==> src/sv/modbus_rtu_command_framer_defines.svh <==
// Assertion macros shared by the framer RTL.
`ifndef MODBUS_RTU_COMMAND_FRAMER_DEFINES_SVH
`define MODBUS_RTU_COMMAND_FRAMER_DEFINES_SVH

`ifndef SYNTHESIS
`define MRCF_ASSERT(lbl, clk, rst, prop, msg) \
   lbl: assert property (@(posedge clk) disable iff (rst) prop) else $error(msg);
`define MRCF_ASSERT_NR(lbl, clk, prop, msg) \
   lbl: assert property (@(posedge clk) prop) else $error(msg);
`else
`define MRCF_ASSERT(lbl, clk, rst, prop, msg)
`define MRCF_ASSERT_NR(lbl, clk, prop, msg)
`endif

`endif

==> src/sv/mrcf_pkg.sv <==
`timescale 1ns / 1ps
`default_nettype none

package mrcf_pkg;

   localparam logic [1:0] FUNC_SEARCH   = 2'd0;
   localparam logic [1:0] FUNC_SET_ADDR = 2'd1;
   localparam logic [1:0] FUNC_SET_MASK = 2'd2;
   localparam logic [1:0] FUNC_UNUSED   = 2'd3;

   localparam logic [15:0] CRC_INIT = 16'hFFFF;
   localparam logic [15:0] CRC_POLY = 16'hA001;

   localparam logic [7:0] FC_READ_HOLDING   = 8'h03;
   localparam logic [7:0] FC_WRITE_MULTIPLE = 8'h10;
   localparam logic [7:0] WRITE_BYTE_COUNT  = 8'h02;
   localparam logic [7:0] REG_ADDR          = 8'h00;
   localparam logic [7:0] REG_MASK          = 8'h03;
   localparam logic [7:0] REG_SEARCH        = 8'h01;
   localparam logic [7:0] REG_COUNT         = 8'h01;

   localparam logic [3:0] SEARCH_LAST_IDX = 4'd5;
   localparam logic [3:0] WRITE_LAST_IDX  = 4'd8;

   typedef enum logic [1:0] {
      KIND_SEARCH,
      KIND_SET_ADDR,
      KIND_SET_MASK
   } kind_type;

   typedef struct packed {
      kind_type   kind;
      logic [7:0] value;
   } cmd_type;

   typedef struct packed {
      logic not_empty;
      logic full;
   } q_status_type;

   typedef enum logic [1:0] {
      ST_IDLE,
      ST_BODY,
      ST_CRC_LO,
      ST_CRC_HI
   } state_type;

   function automatic logic [15:0] crc_update(input logic [15:0] crc, input logic [7:0] data);
      logic [15:0] c;
      c = crc ^ {8'h00, data};
      for (int b = 0; b < 8; b++) begin
         if (c[0]) begin
            c = (c >> 1) ^ CRC_POLY;
         end else begin
            c = c >> 1;
         end
      end
      return c;
   endfunction

   function automatic logic [7:0] body_byte(input kind_type kind, input logic [3:0] idx,
                                            input logic [7:0] value);
      logic [7:0] b;
      b = 8'h00;
      if (kind == KIND_SEARCH) begin
         unique case (idx)
            4'd0:    b = value;
            4'd1:    b = FC_READ_HOLDING;
            4'd3:    b = REG_SEARCH;
            4'd5:    b = REG_COUNT;
            default: b = 8'h00;
         endcase
      end else begin
         unique case (idx)
            4'd1:    b = FC_WRITE_MULTIPLE;
            4'd3:    b = (kind == KIND_SET_ADDR) ? REG_ADDR : REG_MASK;
            4'd5:    b = REG_COUNT;
            4'd6:    b = WRITE_BYTE_COUNT;
            4'd8:    b = value;
            default: b = 8'h00;
         endcase
      end
      return b;
   endfunction

endpackage

`default_nettype wire

==> src/sv/mrcf_front.sv <==
`timescale 1ns / 1ps
`default_nettype none

module mrcf_front
   import mrcf_pkg::*;
(
   input  wire logic         req_tvalid,
   output logic              req_tready,
   input  wire logic [15:0]  req_tdata,
   input  wire q_status_type q_status,
   output logic              q_push,
   output cmd_type           q_cmd
);

   logic [1:0] func;

   assign func       = req_tdata[1:0];
   assign req_tready = !q_status.full;

   // unused command code is consumed without queuing
   always_comb begin
      q_cmd.value = req_tdata[9:2];
      q_cmd.kind  = KIND_SEARCH;
      q_push      = 1'b0;
      unique case (func)
         FUNC_SEARCH: begin
            q_cmd.kind = KIND_SEARCH;
            q_push     = req_tvalid && req_tready;
         end
         FUNC_SET_ADDR: begin
            q_cmd.kind = KIND_SET_ADDR;
            q_push     = req_tvalid && req_tready;
         end
         FUNC_SET_MASK: begin
            q_cmd.kind = KIND_SET_MASK;
            q_push     = req_tvalid && req_tready;
         end
         FUNC_UNUSED: begin
            q_push = 1'b0;
         end
         default: begin
            q_push = 1'b0;
         end
      endcase
   end

endmodule

`default_nettype wire

==> src/sv/mrcf_queue.sv <==
`timescale 1ns / 1ps
`default_nettype none

module mrcf_queue
   import mrcf_pkg::*;
#(
   parameter int DEPTH = 2
) (
   input  wire logic    clock,
   input  wire logic    reset,
   input  wire logic    push,
   input  wire cmd_type push_cmd,
   input  wire logic    pop,
   output cmd_type      head_cmd,
   output q_status_type status
);

   localparam int PTR_W = $clog2(DEPTH);
   localparam int CNT_W = $clog2(DEPTH + 1);

   cmd_type            mem_ff [DEPTH];
   logic [PTR_W-1:0]   wr_ptr_ff, wr_ptr_in;
   logic [PTR_W-1:0]   rd_ptr_ff, rd_ptr_in;
   logic [CNT_W-1:0]   count_ff, count_in;
   logic               do_push, do_pop;

   assign status.not_empty = (count_ff != '0);
   assign status.full      = (count_ff == CNT_W'(DEPTH));
   assign head_cmd         = mem_ff[rd_ptr_ff];
   assign do_push          = push && !status.full;
   assign do_pop           = pop && status.not_empty;

   always_comb begin
      wr_ptr_in = wr_ptr_ff;
      rd_ptr_in = rd_ptr_ff;
      count_in  = count_ff;
      if (do_push) begin
         wr_ptr_in = (wr_ptr_ff == PTR_W'(DEPTH - 1)) ? '0 : wr_ptr_ff + 1'b1;
      end
      if (do_pop) begin
         rd_ptr_in = (rd_ptr_ff == PTR_W'(DEPTH - 1)) ? '0 : rd_ptr_ff + 1'b1;
      end
      if (do_push && !do_pop) begin
         count_in = count_ff + 1'b1;
      end else if (do_pop && !do_push) begin
         count_in = count_ff - 1'b1;
      end
   end

   always_ff @(posedge clock) begin
      if (reset) begin
         wr_ptr_ff <= '0;
         rd_ptr_ff <= '0;
         count_ff  <= '0;
      end else begin
         wr_ptr_ff <= wr_ptr_in;
         rd_ptr_ff <= rd_ptr_in;
         count_ff  <= count_in;
      end
   end

   always_ff @(posedge clock) begin
      if (do_push) begin
         mem_ff[wr_ptr_ff] <= push_cmd;
      end
   end

endmodule

`default_nettype wire

==> src/sv/mrcf_back.sv <==
`timescale 1ns / 1ps
`default_nettype none

module mrcf_back
   import mrcf_pkg::*;
(
   input  wire logic         clock,
   input  wire logic         reset,
   input  wire q_status_type q_status,
   input  wire cmd_type      q_cmd,
   output logic              q_pop,
   output logic              rsp_tvalid,
   input  wire logic         rsp_tready,
   output logic [7:0]        rsp_tdata,
   output logic              rsp_tlast
);

   state_type   state_ff, state_in;
   logic [3:0]  idx_ff, idx_in;
   logic [15:0] crc_ff, crc_in;
   kind_type    kind_ff, kind_in;
   logic [7:0]  value_ff, value_in;
   logic        valid_ff, valid_in;
   logic [7:0]  data_ff, data_in;
   logic        last_ff, last_in;
   logic        advance;
   logic [7:0]  body;
   logic [3:0]  last_idx;

   assign advance   = !valid_ff || rsp_tready;
   assign body      = body_byte(kind_ff, idx_ff, value_ff);
   assign last_idx  = (kind_ff == KIND_SEARCH) ? SEARCH_LAST_IDX : WRITE_LAST_IDX;

   assign rsp_tvalid = valid_ff;
   assign rsp_tdata  = data_ff;
   assign rsp_tlast  = last_ff;

   always_comb begin
      state_in = state_ff;
      idx_in   = idx_ff;
      crc_in   = crc_ff;
      kind_in  = kind_ff;
      value_in = value_ff;
      valid_in = valid_ff && !rsp_tready;
      data_in  = data_ff;
      last_in  = last_ff;
      q_pop    = 1'b0;
      unique case (state_ff)
         ST_IDLE: begin
            if (q_status.not_empty) begin
               q_pop    = 1'b1;
               kind_in  = q_cmd.kind;
               value_in = q_cmd.value;
               idx_in   = '0;
               crc_in   = CRC_INIT;
               state_in = ST_BODY;
            end
         end
         ST_BODY: begin
            if (advance) begin
               valid_in = 1'b1;
               data_in  = body;
               last_in  = 1'b0;
               crc_in   = crc_update(crc_ff, body);
               idx_in   = idx_ff + 1'b1;
               if (idx_ff == last_idx) begin
                  state_in = ST_CRC_LO;
               end
            end
         end
         ST_CRC_LO: begin
            if (advance) begin
               valid_in = 1'b1;
               data_in  = crc_ff[7:0];
               last_in  = 1'b0;
               state_in = ST_CRC_HI;
            end
         end
         ST_CRC_HI: begin
            if (advance) begin
               valid_in = 1'b1;
               data_in  = crc_ff[15:8];
               last_in  = 1'b1;
               state_in = ST_IDLE;
            end
         end
         default: begin
            state_in = ST_IDLE;
         end
      endcase
   end

   always_ff @(posedge clock) begin
      if (reset) begin
         state_ff <= ST_IDLE;
         valid_ff <= 1'b0;
      end else begin
         state_ff <= state_in;
         valid_ff <= valid_in;
      end
   end

   always_ff @(posedge clock) begin
      idx_ff   <= idx_in;
      crc_ff   <= crc_in;
      kind_ff  <= kind_in;
      value_ff <= value_in;
      data_ff  <= data_in;
      last_ff  <= last_in;
   end

endmodule

`default_nettype wire

==> src/sv/modbus_rtu_command_framer.sv <==
// Modbus RTU command framer. Each accepted request (func, value) becomes one
// complete RTU frame on the response stream, one byte per transfer, closed by
// the CRC-16/Modbus checksum sent low byte first; tlast marks the CRC high
// byte. func 0 gives an 8-byte read of holding register 1 from slave value,
// func 1 and 2 give 11-byte writes at slave 0 of register 0 (address) or
// register 3 (netmask); func 3 is accepted and produces nothing. Requests
// are queued (QUEUE_DEPTH deep) ahead of a byte sequencer that emits one byte
// per cycle while the response side does not stall and folds each byte into
// the CRC in the same cycle; between frames it passes through an idle state
// to fetch the next request from the queue.
`timescale 1ns / 1ps
`default_nettype none
`include "modbus_rtu_command_framer_defines.svh"

module modbus_rtu_command_framer
   import mrcf_pkg::*;
#(
   parameter int QUEUE_DEPTH = 2
) (
   input  wire logic        clock,
   input  wire logic        reset,
   input  wire logic        req_tvalid,
   output logic             req_tready,
   input  wire logic [15:0] req_tdata,   // [1:0] func, [9:2] value, rest zero
   output logic             rsp_tvalid,
   input  wire logic        rsp_tready,
   output logic [7:0]       rsp_tdata,   // [7:0] frame_byte
   output logic             rsp_tlast
);

   q_status_type q_status;
   cmd_type      push_cmd;
   cmd_type      head_cmd;
   logic         q_push;
   logic         q_pop;

   mrcf_front u_front (
      .req_tvalid (req_tvalid),
      .req_tready (req_tready),
      .req_tdata  (req_tdata),
      .q_status   (q_status),
      .q_push     (q_push),
      .q_cmd      (push_cmd)
   );

   mrcf_queue #(
      .DEPTH (QUEUE_DEPTH)
   ) u_queue (
      .clock    (clock),
      .reset    (reset),
      .push     (q_push),
      .push_cmd (push_cmd),
      .pop      (q_pop),
      .head_cmd (head_cmd),
      .status   (q_status)
   );

   mrcf_back u_back (
      .clock      (clock),
      .reset      (reset),
      .q_status   (q_status),
      .q_cmd      (head_cmd),
      .q_pop      (q_pop),
      .rsp_tvalid (rsp_tvalid),
      .rsp_tready (rsp_tready),
      .rsp_tdata  (rsp_tdata),
      .rsp_tlast  (rsp_tlast)
   );

   `MRCF_ASSERT(a_no_overflow, clock, reset, !(q_push && q_status.full), "queue overflow")
   `MRCF_ASSERT(a_no_underflow, clock, reset, q_pop |-> q_status.not_empty, "queue underflow")
   `MRCF_ASSERT(a_unused_dropped, clock, reset, (req_tvalid && req_tdata[1:0] == FUNC_UNUSED) |-> !q_push, "unused command queued")
   `MRCF_ASSERT_NR(a_reset_idle, clock, reset |=> !rsp_tvalid, "response valid after reset")

endmodule

`default_nettype wire
==> config.mk <==
export PLATFORM = sky130hd
export DESIGN_NAME = modbus_rtu_command_framer
export DESIGN_NICKNAME = d
export VERILOG_FILES = /design/src/sv/mrcf_pkg.sv /design/src/sv/mrcf_front.sv /design/src/sv/mrcf_queue.sv /design/src/sv/mrcf_back.sv /design/src/sv/modbus_rtu_command_framer.sv
export VERILOG_INCLUDE_DIRS = /design/src /design/src/sv
export SDC_FILE = /design/constraint.sdc
export NUM_CORES = 1
export LEC_CHECK = 0
export ABC_AREA = 0
export BUFFER_PORTS_ARGS = -buffer_cell sky130_fd_sc_hd__clkbuf_2
export CAP_MARGIN = 20
export CORE_MARGIN = 5
export CORE_UTILIZATION = 58
export DETAILED_ROUTE_END_ITERATION = 10
export PLACE_DENSITY = 0.89
export SLEW_MARGIN = 10
export SYNTH_ARGS = -nofsm -noshare
export SYNTH_HDL_FRONTEND = slang
export SYNTH_SLANG_ARGS = --single-unit
==> constraint.sdc <==
create_clock -name clock -period 3.7 [get_ports clock]
set_input_delay 0.74 -clock clock [delete_from_list [all_inputs] [get_ports clock]]
set_output_delay 0.74 -clock clock [all_outputs]
set_load 0.02 [all_outputs]
==> results.sh, run 1 <==
export IMPL_crit_chain="inv_1 -> ha_1 -> nor2b_1 -> o21a_1 -> a32o_1 -> xor2_2 -> xor2_1 -> xnor3_1 -> mux2_4"
export IMPL_vias_per_cell=5.559
export IMPL_routed_wl_um=5484
export IMPL_synth_distinct_cells=43
export IMPL_synthCells=253
export IMPL_cp_end_kind="flop"
export IMPL_synthXorXnorAreaFrac=0.1126
export IMPL_coreArea_mm2=0.005473
export IMPL_yosysWarnings=0
export IMPL_async_reset_ff_frac=0
export IMPL_ys_ff_latch=66
export IMPL_rsz0062_at_grt="false"
export IMPL_p_seq_frac=0.390
export IMPL_grt_max_degree=21
export IMPL_fin_area_mm2=0.003659
export IMPL_drive_gt1_frac=0.2063
export IMPL_path_max_fanout=7
export IMPL_critPathLaunchType="flop"
export IMPL_cts_tree="done"
export IMPL_status="finished clean"
export IMPL_dr_pass1_iters=5
export IMPL_row_count=27
export IMPL_finalCritPeriodShare=0.8159
export IMPL_finalNonFillerCells=358
export IMPL_cts_path_max_buffers=2
export IMPL_gr_usage_all_layers=0.1685
export IMPL_cts_root_buf="clkbuf_8"
export IMPL_dieHeight_um=84.91
export IMPL_hold_path_class="flop to flop"
export IMPL_cp_arrival_ns=3.12
export IMPL_dp_hpwl_um=3871
export IMPL_grt_pass1_vias=1977
export IMPL_max_stage_delay_ns=0.47
export IMPL_clockPowerShare=0.187
export IMPL_clock_sinks=66
export IMPL_fin_crit_ns=3.019
export IMPL_final_cell_mix="edfxtp_1 (59), nand2_1 (31), clkbuf_2 (24)"
export IMPL_cts_buffers=9
export IMPL_path_clk_slew_ns=0.07
export IMPL_avgSynthCellArea_um2=12.86
export IMPL_ant_nets=0
export IMPL_final_nets=311
export IMPL_synth_top_family_by_area="simple AND/OR/NAND/NOR gates"
export IMPL_cts_resized_gates=0
export IMPL_final_common_cell="edfxtp_1"
export IMPL_hold_buffers=0
export IMPL_drtIter0Drc=175
export IMPL_area_growth_syn_to_layout_pct=12.42
export IMPL_start_util=0.5947
export IMPL_ios=31
export IMPL_placedCellCount=342
export IMPL_power_frac_comb=0.423
export IMPL_seq_area_frac_synth=0.5875
export IMPL_antenna_cells=0
export IMPL_insertion_delay_ns=0.35
export IMPL_worst_pin_slew_ns=0.8446
export IMPL_power_leakage_uw=0.001335
export IMPL_peakVddDrop_mv=0.5021
export IMPL_die_area_mm2=0.007209
export IMPL_synth_cell_area_mm2=0.003254
export IMPL_skew_ns=0.007710
export IMPL_remaining_drc_errors=0
export IMPL_fmax_ghz=0.3312
export IMPL_antenna_found_initial=0
export IMPL_slew_headroom=0.4358
export IMPL_post_cts_setup_buffer_count=0
export IMPL_critical_path_class="flop to flop"
export IMPL_cp_data_required_time_ns=3.80
export IMPL_slew_viol_final=0
export IMPL_grt_pass1_wl_um=9363
export IMPL_drt_wirelength_per_cell_um=15.32
export IMPL_placed_area_mm2=0.003433
export IMPL_switching_share=0.3598
export IMPL_synth_nets=283
export IMPL_synth_edf_count=59
export IMPL_p_int_uw=2269
export IMPL_switchingPower_uw=1276
export IMPL_synth_fa_ha_area_frac=0.03845
export IMPL_hold_viol=0
export IMPL_dr_total_vias=1990
export IMPL_drv_cap=0
export IMPL_synth_flop_cell="edfxtp_1"
export IMPL_setup_tns_ns=0
export IMPL_synth_simple_gate_area_share=0.1138
export IMPL_io_buffers=24
export IMPL_slowest_stage="edfxtp_1"
export IMPL_setup_violations=0
export IMPL_muxShareOfSynthArea=0.04229
export IMPL_cellPowerDensity_mw_per_mm2=969.0
export IMPL_gp_congestion=0.8760
export IMPL_htreeDepth=3
export IMPL_die_w_um=84.91
export IMPL_grt_overflow_total=0
export IMPL_synth_compound_gate_area_share=0.08535
Yosys cell counts, drive strengths merged (2+ instances only):
| master | count | area share |
|---|---|---|
| mux2 | 11 | 0.039 |
| dfxtp | 7 | 0.043 |
| edfxtp | 59 | 0.54 |
| nand2 | 31 | 0.036 |
| or2 | 3 | 0.0058 |
| a22oi | 6 | 0.014 |
| o21a | 3 | 0.0069 |
| nand2b | 8 | 0.015 |
| inv | 7 | 0.0081 |
| buf | 2 | 0.0050 |
| ha | 10 | 0.038 |
| a221o | 3 | 0.0092 |
| o211ai | 2 | 0.0046 |
| clkbuf | 6 | 0.0069 |
| xnor3 | 4 | 0.028 |
| nor2b | 6 | 0.012 |
| and3 | 2 | 0.0038 |
| and2 | 2 | 0.0038 |
| nor2 | 13 | 0.015 |
| xnor2 | 18 | 0.048 |
| xor2 | 11 | 0.037 |
| a21oi | 7 | 0.011 |
| nor3 | 6 | 0.013 |
| a211oi | 2 | 0.0046 |
| o21ai | 13 | 0.021 |
metrics by stage:
stage	total power (uW)	util	setup slack, ns	hold WS, ns
floorplan	2575	-	0.7558	0.4751
global placement	2825	0.6273	0.8516	0.4987
detailed placement	2882	0.6273	0.7243	0.5175
CTS	3566	0.6685	0.7023	0.5306
global route	3754	0.6685	0.5147	0.5717
finish	3545	0.6685	0.6810	0.5282
cell families (layout without fill, tap and decap cells):
group	after synthesis	in the layout
simple gates	76	76
flops	66	66
compound gates	41	41
xor+xnor	33	33
buf+inv	15	48
mux	12	12
fa+ha+maj	10	10
per-layer routing:
layer	part of all wire	global-route usage	up-vias
li1	-	-	962
met2	0.51	0.2804	51
met1	0.43	0.2064	971
met5	0	0	-
met3	0.051	0.03689	6
met4	0.012	0.08633	0
final timing paths:
check                           slack (ns)                   to  cells past startpoint                start
worst min-delay path                  0.53  u_queue.count_ff[1]                      2  u_queue.count_ff[1]
worst max-delay path                  0.68    u_back.crc_ff[15]                      9     u_back.idx_ff[0]
worst min register to register        0.53  u_queue.count_ff[1]                      2  u_queue.count_ff[1]
worst max register to register        0.68    u_back.crc_ff[15]                      9     u_back.idx_ff[0]
worst max-delay path, delay by kind of cell (launching register included):
kind	cells	cell delay (ns)
AND/OR/NAND/NOR	1	0.25
XOR/XNOR	3	0.83
adder cells (fa/ha/maj)	1	0.27
AO/OA/AOI/OAI	2	0.53
multiplexers	1	0.30
buffers and inverters	1	0.13
flip-flops	1	0.47
power groups by stage:
stage | registers [uW] | clock network, uW | logic [uW]
after detailed placement | 1390 | 0 | 1490
after global routing | 1420 | 704 | 1630
final | 1380 | 662 | 1500
after global placement | 1380 | 0 | 1440
after floorplan | 1390 | 0 | 1180
after CTS | 1380 | 675 | 1510
state kept, by name, indices dropped and copies added (netlist names), 2 cells and up:
name / flops
u_back.crc_ff: 16
u_back.idx_ff: 4
u_back.kind_ff: 2
u_back.rsp_tdata: 8
u_back.state_ff: 2
u_back.value_ff: 8
u_queue.count_ff: 2
u_queue.mem_ff: 20
final cells by class:
cell class,count,area [um^2]
well taps,72,90.09
flip-flops and latches,66,1912
clock inverters,3,45.04
multi-input cells,172,1277
repair buffers,25,127.6
clock buffers,13,180.2
fillers,418,1814
inverters,7,26.28
Power figures use the tool's default switching activity.
==> run 2: changes to the inputs <==
clock period = 3.1 ns   (was 3.7 ns; I/O delays follow)
==> run 2 against run 1 <==
Non-clock buffer count rose by 5. Hold slack got worse by 0.070 ns. Via count fell by 1.3%. Worst setup slack got worse by 0.41 ns. Power rose by 18%. Clock-buffer cell count fell by 2. Highest routed layer unchanged.
==> results.sh, run 2 (synthesis results as in run 1) <==
export IMPL_clock_sinks=66
export IMPL_antenna_found_initial=0
export IMPL_grt_pass1_wl_um=9729
export IMPL_post_cts_setup_buffer_count=0
export IMPL_cts_root_buf="clkbuf_8"
export IMPL_final_common_cell="edfxtp_1"
export IMPL_whs_ns=0.4585
export IMPL_gr_usage_all_layers=0.1725
export IMPL_hold_buffers=0
export IMPL_largest_register_ffs=20
export IMPL_antenna_cells=0
export IMPL_critical_path_class="flop to flop"
export IMPL_switchingPower_uw=1537
export IMPL_cts_buffers=9
export IMPL_multiInputGateArea_mm2=0.001277
export IMPL_skew_ns=0.01018
export IMPL_row_count=27
export IMPL_power_frac_comb=0.439
export IMPL_cp_arrival_ns=2.93
export IMPL_cp_data_required_time_ns=3.19
export IMPL_worst_pin_slew_ns=0.8256
export IMPL_power_leakage_uw=0.001342
export IMPL_dp_hpwl_um=3852
export IMPL_die_w_um=84.91
export IMPL_routed_wl_um=5536
export IMPL_vias_per_cell=5.413
export IMPL_path_clk_slew_ns=0.07
export IMPL_placedCellCount=347
export IMPL_area_growth_syn_to_layout_pct=12.38
export IMPL_finalCritPeriodShare=0.9138
export IMPL_drive_gt1_frac=0.2165
export IMPL_p_int_uw=2657
export IMPL_slew_headroom=0.4484
export IMPL_cp_end_kind="flop"
export IMPL_grt_pass1_vias=2096
export IMPL_min_path_cells=1
export IMPL_slew_viol_final=0
export IMPL_grt_overflow_total=0
export IMPL_path_max_fanout=6
export IMPL_insertion_delay_ns=0.35
export IMPL_register_area_mm2=0.001912
export IMPL_final_nets=316
export IMPL_cellPowerDensity_mw_per_mm2=1147
export IMPL_die_area_mm2=0.007209
export IMPL_setup_tns_ns=0
export IMPL_dr_pass1_iters=4
export IMPL_finalNonFillerCells=363
export IMPL_fmax_ghz=0.3530
export IMPL_placed_area_mm2=0.003471
export IMPL_hold_path_class="input pin to flop"
export IMPL_cts_resized_gates=0
export IMPL_fill_cells=421
export IMPL_remaining_drc_errors=0
export IMPL_hold_viol=0
export IMPL_ios=31
export IMPL_dr_total_vias=1965
export IMPL_largestRegisters="u_queue.mem_ff (20), u_back.crc_ff (16)"
export IMPL_fin_area_mm2=0.003657
export IMPL_htreeDepth=3
export IMPL_io_buffers=24
export IMPL_coreArea_mm2=0.005473
export IMPL_regMostFlops="u_queue.mem_ff"
export IMPL_drv_cap=0
export IMPL_reg2regPathDepth=9
export IMPL_critPathLaunchType="flop"
export IMPL_drt_wirelength_per_cell_um=15.25
export IMPL_clockPowerShare=0.167
export IMPL_start_util=0.5947
export IMPL_drtIter0Drc=133
export IMPL_gp_congestion=0.8744
export IMPL_dieHeight_um=84.91
export IMPL_final_cell_mix="edfxtp_1 (59), nand2_1 (31), clkbuf_2 (24)"
export IMPL_setup_violations=0
export IMPL_cts_tree="done"
export IMPL_cts_path_max_buffers=2
export IMPL_switching_share=0.3664
export IMPL_finalPower_uw=4193
export IMPL_peakVddDrop_mv=0.6990
export IMPL_grt_max_degree=21
export IMPL_p_seq_frac=0.395
export IMPL_status="finished clean"
export IMPL_rsz0062_at_grt="false"
export IMPL_ant_nets=0
export IMPL_fin_crit_ns=2.833
==> run 2: cell count changes in the layout (fill, tap and decap cells not counted) <==
cell       before  now
clkinv_2        0    2
clkbuf_8       11    9
clkbuf_1        1    2
clkbuf_16       1    0
buf_4           1    6
==> run 2: final timing paths <==
check / from / end / slack, ns
min reg2reg: u_queue.count_ff[1] / u_queue.count_ff[1] / 0.52
min: req_tdata[4] / u_queue.mem_ff[1][2] / 0.46
max: u_back.idx_ff[0] / u_back.crc_ff[15] / 0.27
max reg2reg: u_back.idx_ff[0] / u_back.crc_ff[15] / 0.27
==> run 2: area by class of cell <==
cell class,count,share of cell area
inverters,7,0.007184
repair buffers,30,0.04516
clock buffers,11,0.03592
multi-input cells,172,0.3493
flip-flops and latches,66,0.5227
well taps,72,0.02463
clock inverters,5,0.01505
==> run 2: power groups by stage <==
stage / Sequential, uW / Clock [uW] / Combinational, uW
after global placement: 1650 / 0 / 1790
after global routing: 1690 / 755 / 2040
after CTS: 1650 / 710 / 1850
final: 1660 / 698 / 1840
after detailed placement: 1670 / 0 / 1830
after floorplan: 1660 / 0 / 1410
==> run 2: critical path: stages (launching register included) <==
cell and delay (ns):
edfxtp_1 0.47, inv_1 0.12, ha_1 0.26, nor2b_1 0.27
o21a_1 0.19, a32o_1 0.20, xor2_2 0.30, xor2_1 0.20
xnor3_1 0.28, mux2_4 0.31
==> run 2: stage by stage <==
| step | worst slack (ns) | util |
|---|---|---|
| after floorplan | 0.1558 | - |
| after global placement | 0.3747 | 0.6342 |
| after detailed placement | 0.2731 | 0.6342 |
| after CTS | 0.2484 | 0.6683 |
| after global routing | 0.01199 | 0.6683 |
| final | 0.2673 | 0.6683 |
==> run 2: routing by layer <==
layer  routed length (um)  up-vias  global-route usage
met2                 2708       55              0.2783
li1                     -      972                   -
met5                    0        -                   0
met1                 2430      927              0.2214
met3                  313       11             0.05534
met4                   83        0             0.05755
==> run 3: changes to the inputs <==
PLACE_DENSITY = 0.78   (was 0.89)
==> run 3 against run 2 <==
Die area unchanged. Combinational power barely moved. Sequential power hardly changed. Register-to-register slack about the same. Non-clock buffer count did not move. Fmax barely moved. First-iteration DRC count up 27%. Routed wire length fell by 1.4%. Clock skew is 0.0031 ns lower. Clock-buffer cell count shrank 2. Hold slack gained 0.010 ns. Critical endpoint unchanged.
==> results.sh, run 3 (synthesis results as in run 1) <==
export IMPL_critical_path_class="flop to flop"
export IMPL_dr_total_vias=1961
export IMPL_cts_resized_gates=0
export IMPL_antenna_found_initial=0
export IMPL_largest_register_ffs=20
export IMPL_cp_data_required_time_ns=3.19
export IMPL_hold_end="u_queue.mem_ff[1][1]"
export IMPL_io_buffers=24
export IMPL_drive_gt1_frac=0.2131
export IMPL_final_common_cell="edfxtp_1"
export IMPL_grt_overflow_total=0
export IMPL_cp_end_kind="flop"
export IMPL_power_leakage_uw=0.001354
export IMPL_fill_cells=440
export IMPL_grt_max_degree=21
export IMPL_fmax_ghz=0.3531
export IMPL_min_path_cells=1
export IMPL_start_util=0.5947
export IMPL_finalCritPeriodShare=0.9135
export IMPL_antenna_cells=0
export IMPL_regMostFlops="u_queue.mem_ff"
export IMPL_hold_viol=0
export IMPL_r2r_slack_ns=0.27
export IMPL_skew_ns=0.007075
export IMPL_vias_per_cell=5.402
export IMPL_cts_root_buf="clkbuf_8"
export IMPL_fin_crit_ns=2.832
export IMPL_drtIter0Drc=169
export IMPL_final_util=0.6722
export IMPL_final_nets=316
export IMPL_path_clk_slew_ns=0.07
export IMPL_hold_buffers=0
export IMPL_cts_path_max_buffers=2
export IMPL_worst_pin_slew_ns=0.8547
export IMPL_peakVddDrop_mv=0.5102
export IMPL_dr_pass1_iters=5
export IMPL_grt_pass1_wl_um=9232
export IMPL_dieHeight_um=84.91
export IMPL_remaining_drc_errors=0
export IMPL_timing_rr_start="u_back.idx_ff[0]"
export IMPL_ios=31
export IMPL_routed_wl_um=5457
export IMPL_path_max_fanout=7
export IMPL_clock_sinks=66
export IMPL_finalNonFillerCells=363
export IMPL_ant_nets=0
export IMPL_dp_hpwl_um=3894
export IMPL_final_cell_mix="edfxtp_1 (59), nand2_1 (31), clkbuf_2 (24)"
export IMPL_critPathLaunchType="flop"
export IMPL_placedCellCount=347
export IMPL_die_area_mm2=0.007209
export IMPL_setup_tns_ns=0
export IMPL_htreeDepth=3
export IMPL_cts_buffers=9
export IMPL_reg2regPathDepth=9
export IMPL_cts_tree="done"
export IMPL_gr_usage_all_layers=0.1657
export IMPL_largestRegisters="u_queue.mem_ff (20), u_back.crc_ff (16)"
export IMPL_row_count=27
export IMPL_insertion_delay_ns=0.34
export IMPL_post_cts_setup_buffer_count=0
export IMPL_min_delay_start="req_tdata[3]"
export IMPL_rsz0062_at_grt="false"
export IMPL_die_w_um=84.91
export IMPL_timing_rr_end="u_back.crc_ff[15]"
export IMPL_fin_ws_ns=0.2681
export IMPL_cp_arrival_ns=2.92
export IMPL_setup_violations=0
export IMPL_slew_headroom=0.4290
export IMPL_slew_viol_final=0
export IMPL_status="finished clean"
export IMPL_coreArea_mm2=0.005473
export IMPL_grt_pass1_vias=1952
export IMPL_cellPowerDensity_mw_per_mm2=1159
export IMPL_place_ws_ns=0.3046
export IMPL_hold_path_class="input pin to flop"
export IMPL_drv_cap=0
export IMPL_gp_congestion=0.8529
export IMPL_drt_wirelength_per_cell_um=15.03
export IMPL_area_growth_syn_to_layout_pct=13.03
## run 3: changes by cell type in the layout (fill, tap and decap cells not counted)
cell / before / now
clkinv_1: 0 / 3
clkbuf_1: 2 / 0
bufinv_16: 1 / 2
clkinv_2: 2 / 1
clkinvlp_4: 2 / 1
## run 3: per-stage QoR
stage                     total power, uW  area, um^2  hold WS, ns
after floorplan                      3074        3254       0.4751
after global placement               3458        3471       0.5099
after detailed placement             3529        3471       0.5227
after CTS                            4293        3679       0.4560
after global routing                 4534        3679       0.4551
final                                4264        3679       0.4690
## run 3: cell type report
cell class	instances	area, um^2	share of cell area
Timing Repair Buffer	30	165.2	0.04490
Clock inverter	7	83.83	0.02279
Sequential cell	66	1912	0.5197
Multi-Input combinational cell	172	1277	0.3473
Clock buffer	9	123.9	0.03367
Tap cell	72	90.09	0.02449
Inverter	7	26.28	0.007143
## run 3: worst max-delay path, stage by stage (launching register included)
cell and delay [ns]:
edfxtp_1 0.47, inv_1 0.13, ha_1 0.27, nor2b_1 0.24, o21a_1 0.29, a32o_1 0.23
xor2_2 0.20, xor2_1 0.18, xnor3_1 0.27, mux2_4 0.31
## run 3: metal layers
metal / vias to the layer above / global-route usage / wire length, um
li1: 975 / - / -
met5: - / 0 / 0
met1: 924 / 0.2009 / 2336
met4: 0 / 0.08345 / 97
met2: 53 / 0.2776 / 2736
met3: 9 / 0.03786 / 286
## run 3: report_power, final
part           internal, uW  total [uW]  leakage [uW]  switching [uW]
Clock                   443         752      0.000102             310
Sequential             1420        1650      0.000591             236
Combinational           876        1860      0.000661             982
## run 3: worst max-delay path by stage
stage                     slack (ns)                end  cells after the start                from
final                           0.27  u_back.crc_ff[15]                      9    u_back.idx_ff[0]
after global placement          0.37  u_back.crc_ff[15]                      9    u_back.idx_ff[0]
after floorplan                 0.16   u_back.crc_ff[0]                      5  u_back.state_ff[1]
after detailed placement        0.30  u_back.crc_ff[15]                      9    u_back.idx_ff[1]
after global routing            0.07  u_back.crc_ff[15]                      9    u_back.idx_ff[1]
after CTS                       0.29  u_back.crc_ff[15]                      9    u_back.idx_ff[1]
